**src/hdl/lpm_route_and_arp_lookup_unit_defines.svh**
```systemverilog
// assertion macros shared by the lookup unit
`ifndef LPM_ROUTE_AND_ARP_LOOKUP_UNIT_DEFINES_SVH
`define LPM_ROUTE_AND_ARP_LOOKUP_UNIT_DEFINES_SVH

// same-cycle implication, disabled during reset
`define LPM_ASSERT_NOW(lbl, clk, rst, ante, cons) \
   lbl: assert property (@(posedge clk) disable iff (rst) (ante) |-> (cons)) \
      else $error("lpm lookup unit: same-cycle check failed");

// next-cycle implication, disabled during reset
`define LPM_ASSERT_NEXT(lbl, clk, rst, ante, cons) \
   lbl: assert property (@(posedge clk) disable iff (rst) (ante) |=> (cons)) \
      else $error("lpm lookup unit: next-cycle check failed");

`endif

```
**src/hdl/lpm_pkg.sv**
```systemverilog
// types, codes and helper functions of the route and arp lookup unit
package lpm_pkg;

   // item modes
   localparam logic [1:0] MODE_ROUTE_WRITE = 2'd0;
   localparam logic [1:0] MODE_ARP_WRITE   = 2'd1;
   localparam logic [1:0] MODE_LOOKUP      = 2'd2;

   // configuration register map
   localparam int CSR_ADDR_W = 3;
   localparam int COUNT_W    = 7;
   localparam logic [0:0] REG_ROUTE_COUNT = 1'b0;
   localparam logic [0:0] REG_ARP_COUNT   = 1'b1;

   typedef struct packed {
      logic [1:0]  mode;
      logic [5:0]  entry_index;
      logic [31:0] entry_address;
      logic [31:0] entry_mask;
      logic [31:0] entry_next_hop;
      logic [3:0]  entry_port;
      logic [47:0] entry_mac;
      logic [31:0] lookup_address;
   } req_type;

   typedef struct packed {
      logic        route_found;
      logic        arp_found;
      logic [31:0] hop_address;
      logic [3:0]  out_port;
      logic [47:0] hop_mac;
   } rsp_type;

   typedef struct packed {
      logic [31:0] prefix;
      logic [31:0] mask;
      logic [31:0] hop;
      logic [3:0]  port;
   } route_entry_type;

   typedef struct packed {
      logic [31:0] address;
      logic [47:0] mac;
   } arp_entry_type;

   // controller to datapath
   typedef struct packed {
      logic accept_ready;
      logic load_req;
      logic do_write;
      logic scan_start;
      logic route_scan;
      logic arp_scan;
      logic load_result;
   } cmd_type;

   // datapath to controller
   typedef struct packed {
      logic route_done;
      logic arp_done;
      logic route_found;
   } status_type;

   // thermometer of the leading run of ones; a longer run sets a superset of bits
   function automatic logic [31:0] lead_therm(input logic [31:0] m);
      logic [31:0] t;
      t = '0;
      for (int i = 0; i < 32; i++) begin
         t[i] = &(m | ((32'h1 << i) - 32'h1));
      end
      return t;
   endfunction

endpackage

```
**src/hdl/lpm_ctrl.sv**
```systemverilog
// sequencing state machine of the lookup unit
module lpm_ctrl (
   input  logic                clock,
   input  logic                reset,
   input  logic                req_valid,
   input  logic [1:0]          req_mode,
   input  logic                out_free,
   input  lpm_pkg::status_type status,
   output lpm_pkg::cmd_type    cmd
);

   typedef enum logic [4:0] {
      ST_IDLE   = 5'b00001,
      ST_WRITE  = 5'b00010,
      ST_ROUTE  = 5'b00100,
      ST_ARP    = 5'b01000,
      ST_FINISH = 5'b10000
   } state_type;

   state_type state_ff, state_in;

   // next state and commands
   always_comb begin
      state_in = state_ff;
      cmd      = '0;
      case (state_ff)
         ST_IDLE: begin
            cmd.accept_ready = 1'b1;
            if (req_valid) begin
               cmd.load_req = 1'b1;
               if (req_mode == lpm_pkg::MODE_LOOKUP) begin
                  cmd.scan_start = 1'b1;
                  state_in       = ST_ROUTE;
               end else begin
                  state_in = ST_WRITE;
               end
            end
         end
         ST_WRITE: begin
            cmd.do_write = 1'b1;
            state_in     = ST_FINISH;
         end
         ST_ROUTE: begin
            cmd.route_scan = 1'b1;
            if (status.route_done) begin
               if (status.route_found) begin
                  cmd.scan_start = 1'b1;
                  state_in       = ST_ARP;
               end else begin
                  state_in = ST_FINISH;
               end
            end
         end
         ST_ARP: begin
            cmd.arp_scan = 1'b1;
            if (status.arp_done) begin
               state_in = ST_FINISH;
            end
         end
         ST_FINISH: begin
            if (out_free) begin
               cmd.load_result = 1'b1;
               state_in        = ST_IDLE;
            end
         end
         default: begin
            state_in = ST_IDLE;
         end
      endcase
   end

   // state register
   always_ff @(posedge clock) begin
      if (reset) begin
         state_ff <= ST_IDLE;
      end else begin
         state_ff <= state_in;
      end
   end

endmodule

```
**config.mk**
```make
export PLATFORM = sky130hd
export DESIGN_NAME = lpm_ctrl
export DESIGN_NICKNAME = d
export VERILOG_FILES = /design/src/hdl/lpm_route_and_arp_lookup_unit_defines.svh /design/src/hdl/lpm_pkg.sv /design/src/hdl/lpm_ctrl.sv
export SDC_FILE = /design/constraint.sdc
export NUM_CORES = 1
export LEC_CHECK = 0
export BUFFER_PORTS_ARGS = -buffer_cell sky130_fd_sc_hd__buf_2
export CORE_AREA = 4 4 41 43
export CTS_CLUSTER_SIZE = 10
export DETAILED_ROUTE_END_ITERATION = 8
export DIE_AREA = 0 0 45 47
export HOLD_SLACK_MARGIN = 0.1
export PLACE_DENSITY = 0.59
export RECOVER_POWER = 100
export SYNTH_ARGS = -nofsm -noshare
export SYNTH_HDL_FRONTEND = slang
export SYNTH_SLANG_ARGS = --single-unit
```
**constraint.sdc**
```tcl
create_clock -name clock -period 1.65 [get_ports clock]
set_clock_uncertainty 0.15 [all_clocks]
set_input_delay 0.495 -clock clock [delete_from_list [all_inputs] [get_ports clock]]
set_output_delay 0.495 -clock clock [all_outputs]
set_load 0.02 [all_outputs]
```
; ---- After elaboration in Yosys (flattened, before gate mapping)
; Index checks and enable logic that the tools add are counted.
[classes]
eq_ne = 10
reduce_logical = 1
n_mux = 19
[ops]
columns = op, count
row1 = $mux 5, 5
row2 = $pmux 5 s5, 1
row3 = $mux 1, 10
row4 = $ne 2x2->1 const B, 4
row5 = $eq 5x1->1 const B, 1
row6 = $eq 5x2->1 const B, 1
row7 = $eq 5x3->1 const B, 1
row8 = $eq 5x4->1 const B, 1
row9 = $eq 5x5->1 const B, 1
row10 = $reduce_and 4->1, 1
row11 = $mux 3, 1
row12 = $eq 2x2->1 const B, 1
row13 = $mux 2, 1
row14 = $pmux 1 s2, 1
[word_totals]
output_inout_bits = 7
word_cells = 31
inputBits = 9
ff_bits = 5

; ---- Longest topological paths before layout
[logic_depth]
word_depth = 4
depth_mapped = 5
depth_no_buf = 4

; ---- Worst setup path after synthesis
; OpenSTA, ideal clock, no wires.
[synth_timing]
kind = reg2out
from = reg state_ff[1]
to = out cmd[3] (netlist name)
path_buffers = 1
slack_ns = -0.397
t_arrival_ns = 1.402
path_stages_with_launch = 6
required_ns = 1.005
path_cell_list = dfxtp_1 > buf_6 > or3_4 > nor2_1 > nand3_1 > nand2_1
[synth_rtl]
columns = item, line
row1 = start: declaration, lpm_ctrl.sv:20  ; state_type state_ff, state_in;
row2 = start signal: assignment, lpm_ctrl.sv:77  ; state_ff <= state_in;
row3 = end: declaration, lpm_ctrl.sv:9  ; output lpm_pkg::cmd_type cmd

==> impl_table.tex <==
\begin{tabular}{lr}
\hline
Metric & Value \\
\hline
\multicolumn{2}{l}{\textbf{Clock network}} \\
Clock tree from TritonCTS & built \\
H-Tree Level Count & 1 \\
Hold-fix buffer count after cts & 0 \\
CTS clock-pin slew for the worst setup and hold paths & 0.04 ns \\
Number of buffers inserted during clock tree synthesis & 3 \\
Clock latency reported for the late side of the worst-skew pair & about 0.23 ns \\
TritonCTS Sinks & 5 \\
Root Driver & clkbuf\_4 \\
Max Buffers Root-to-Sink & 2 \\
\multicolumn{2}{l}{\textbf{Yosys}} \\
Count of flip-flops with a built-in enable after synthesis & 0 \\
Post-Synthesis Net Count & 51 \\
Flops \& latches, synth & 5 \\
Area fraction in compound gates after synthesis & between 10\% and 20\% \\
Most used flip-flop cell after synthesis & dfxtp\_1 \\
Post-synth cell types & 21 \\
Share of synthesized cell area in full adder, half adder and majority cells & 0\% \\
Simple-Gate Fraction of Synth Area & 45.5\% \\
Dominant combinational cell family by area after synthesis & simple AND/OR/NAND/NOR gates \\
Xor and xnor area share after synthesis & 4.86\% \\
Fraction of post-synthesis cell area in the top cell type by area & 27.8\% \\
Yosys top cell by area & dfxtp\_1 \\
Synth top cells by count & dfxtp\_1, nand2b\_1 \\
Total standard cell area after synthesis & between 300 and 400 um\^{}2 \\
Multiplexer share of the synthesized area & 0\% \\
Post-synthesis cell count & between 40 and 50 \\
Largest cells by area after synthesis & dfxtp\_1, nand2b\_1, buf\_6, nor3b\_1, xnor2\_1 \\
Sequential share of the synthesized area & between 20\% and 30\% \\
Proportion of synthesized flip-flops having asynchronous set or reset & 0\% \\
Synthesized area divided by synthesized cell count & 8.58 um\^{}2 \\
Yosys warning count & 0 \\
Most numerous cell in the Yosys netlist & dfxtp\_1 \\
\multicolumn{2}{l}{\textbf{Die}} \\
Boundary Pins & 16 \\
Horizontal die dimension & 45 um \\
Core area & 1300 um\^{}2 \\
Vert. Die Dim & between 40 and 50 um \\
Number of cell rows & 13 \\
Area enclosed by the die boundary & about 2100 um\^{}2 \\
Starting density of the core & about 28\% \\
\multicolumn{2}{l}{\textbf{Worst setup path}} \\
Type of element launching the critical path & flop \\
Cell type of the slowest stage on the worst timing path & or3\_4 \\
Length in cells of the worst reg-to-reg path & 4 \\
Critical path capture point type & output port \\
Capture instance of the worst register-to-register path & state\_ff[0]\$\_SDFFE\_PP1P\_ \\
Setup slack, reg-to-reg & $\sim$0.030 ns \\
Largest stage delay, worst path & about 0.41 ns \\
Crit Reg-Reg Startpoint & state\_ff[4]\$\_SDFFE\_PP0P\_ \\
CP Data Required Time & 1.00 ns \\
Highest net fanout along the worst path & 3 \\
Startpoint-to-endpoint class of the critical path & flop to output port \\
Number of buffers and inverters on the critical path & 1 \\
Cell-by-cell trace of the critical path & or3\_4, nor2\_4, nand3\_2, nand2\_2, buf\_6 \\
Cell family with most CP delay & simple AND/OR/NAND/NOR gates \\
Data arrival time of the worst path & 1.32 ns \\
\multicolumn{2}{l}{\textbf{Timing}} \\
Final min period & around 2 ns \\
Share of the cycle needed by the critical path after routing & 119\% \\
Crit path setup slack, layout & -0.314 ns \\
Worst rel slew slack & 81.8\% \\
Actual transition at the worst max-transition pin & between 0.2 and 0.3 ns \\
Final number of setup-violating endpoints & 7 \\
Highest clock frequency the design can meet & between 500 and 600 MHz \\
Setup repair after global routing missed its margin & yes \\
Final number of max-transition violations & 0 \\
Number of failing hold endpoints at the final stage & 0 \\
\multicolumn{2}{l}{\textbf{Global routing}} \\
Wire length of the first global-routing pass & a little under 2000 um \\
Vias in the first global route & 463 \\
Overall overflow remaining after global route & 0 \\
Antenna violations before repair & 0 \\
Pin count of the biggest net entering global routing & 8 \\
Total Routing Usage GR & between 10\% and 20\% \\
\multicolumn{2}{l}{\textbf{Routing}} \\
Detailed-route vias per instance & between 4 and 5 \\
Routed length per placed instance & roughly 13 um \\
Remaining design rule violation count & 0 \\
Drt initial violations & 5 \\
Routed via count & 428 \\
Drt total wl & approximately 1200 um \\
Number of optimization iterations in the first detailed-route pass & 4 \\
Final ANT Viol Nets & 0 \\
\multicolumn{2}{l}{\textbf{Min path}} \\
Worst hold path endpoint & state\_ff[2]\$\_SDFFE\_PP0P\_ \\
Class of the worst hold path & primary input to flop \\
Hold path startpoint & reset \\
Cell depth of the worst hold path & 2 \\
\multicolumn{2}{l}{\textbf{Placed design}} \\
Count of input and output buffers & 15 \\
Worst slack at placement & -0.143 ns \\
Cell Area, Placed & $\sim$530 um\^{}2 \\
HPWL after detailed placement & slightly above 800 um \\
Final Wtd Congestion & just over 0.7 \\
\multicolumn{2}{l}{\textbf{Finish}} \\
Final instance area & 719 um\^{}2 \\
Top Registers & state\_ff x5 \\
Net count reported at finish & 84 \\
Area of the multi-input gates & 320 um\^{}2 \\
Register bank with the most flops & state\_ff \\
Filler instances & 130 \\
Final antenna diode count & 0 \\
Sequential cell area & 108 um\^{}2 \\
Share of post-route cells with drive strength above 1 & 73.0\% \\
Synthesis-to-finish area growth & 99.7\% \\
Max reg flops & 5 \\
\multicolumn{2}{l}{\textbf{Flow run}} \\
Max-cap violations & 0 \\
\multicolumn{2}{l}{\textbf{Outcome}} \\
Failing checks & negative setup slack \\
Result of the run & finished with violations \\
\multicolumn{2}{l}{\textbf{Power}} \\
Peak supply drop & roughly 410 uV \\
Total power divided by cell area & between 600 and 700 nW/um\^{}2 \\
Total power draw & 479 uW \\
Leak & between 0.0002 and 0.0003 uW \\
\hline
\end{tabular}
## kinds of logic after synthesis
| logic type | Yosys count |
|---|---|
| AO/OA/AOI/OAI | 8 |
| XOR/XNOR | 2 |
| buffers and inverters | 2 |
| flip-flops | 5 |
| AND/OR/NAND/NOR | 25 |
## metal layers
metal / share of wire [%] / up-vias / GRT usage [%]
li1: - / 217 / -
met1: 35 / 195 / 14.4
met2: 58 / 14 / 25.4
met3: 6.5 / 2 / 1.15
met4: 0.42 / 0 / 5.26
met5: 0 / - / 0
## report_power, final
part	internal, uW	switching (uW)
combinational	118	89.9
sequential	129	7.22
clock	91.1	44.4
total	338	142
## layout by cell type, fill, tap and decap left out, types with 2 or more instances in the layout
| cell type | netlist | routed |
|---|---|---|
| buf_6 | 2 | 11 |
| buf_4 | 0 | 11 |
| nor2_4 | 0 | 3 |
| nor3b_1 | 3 | 2 |
| nand3_2 | 0 | 2 |
| buf_2 | 0 | 8 |
| nand2b_4 | 0 | 2 |
| nand2b_1 | 4 | 2 |
| xnor2_1 | 2 | 2 |
| dfxtp_2 | 0 | 3 |
| o21bai_1 | 2 | 2 |
| nor2b_1 | 2 | 2 |
| a21oi_1 | 3 | 3 |
| nor3_4 | 0 | 2 |
| nand2_2 | 0 | 2 |
| clkbuf_4 | 0 | 3 |
## final cells by class
type | count | area share (%)
clock buffer | 4 | 3.65
timing repair buffer | 30 | 34.3
tap | 15 | 2.61
sequential | 5 | 15.0
multi-input combinational | 35 | 44.5
## metrics by stage
stage / hold WS, ns / std cells / util (%) / setup TNS, ns
6_report: 0.328 / 89 / 55.3 / -1.82
5_1_grt: 0.342 / 89 / 55.3 / -2.17
4_1_cts: 0.324 / 88 / 52.1 / -1.78
3_5_place_dp: 0.512 / 81 / 40.5 / -0.327
3_3_place_gp: 0.508 / 81 / 40.5 / -0.290
2_1_floorplan: 0.380 / 42 / - / -0.300
## worst reg2reg max path: stages (launching register included)
cell and delay (ns):
dfxtp_1 0.30, or3_4 0.41, buf_4 0.15, o21bai_1 0.18, a311o_1 0.32
## what timing repair did
| action | 4_1_cts | 5_1_grt |
|---|---|---|
| setup buffers | 3 | 1 |
| endpoints found under the setup margin | 8 | 8 |
| gates cloned | 0 | 0 |
| pin swaps | 9 | 6 |
| gates resized for setup | 29 | 8 |
## how the worst max path moves through the flow
| stage | cells after the start | end | startpoint | slack [ns] |
|---|---|---|---|---|
| 4_1_cts | 5 | cmd[3] | state_ff[4]$_SDFFE_PP0P_ | -0.34 |
| 5_1_grt | 5 | cmd[3] | state_ff[4]$_SDFFE_PP0P_ | -0.38 |
| 6_report | 5 | cmd[3] | state_ff[4]$_SDFFE_PP0P_ | -0.31 |
| 3_5_place_dp | 5 | cmd[3] | state_ff[0]$_SDFFE_PP1P_ | -0.14 |
| 2_1_floorplan | 5 | cmd[3] | state_ff[1]$_SDFFE_PP0P_ | -0.17 |
| 3_3_place_gp | 5 | cmd[3] | state_ff[3]$_SDFFE_PP0P_ | -0.13 |
No activity file was read; power rests on OpenSTA's default activity.
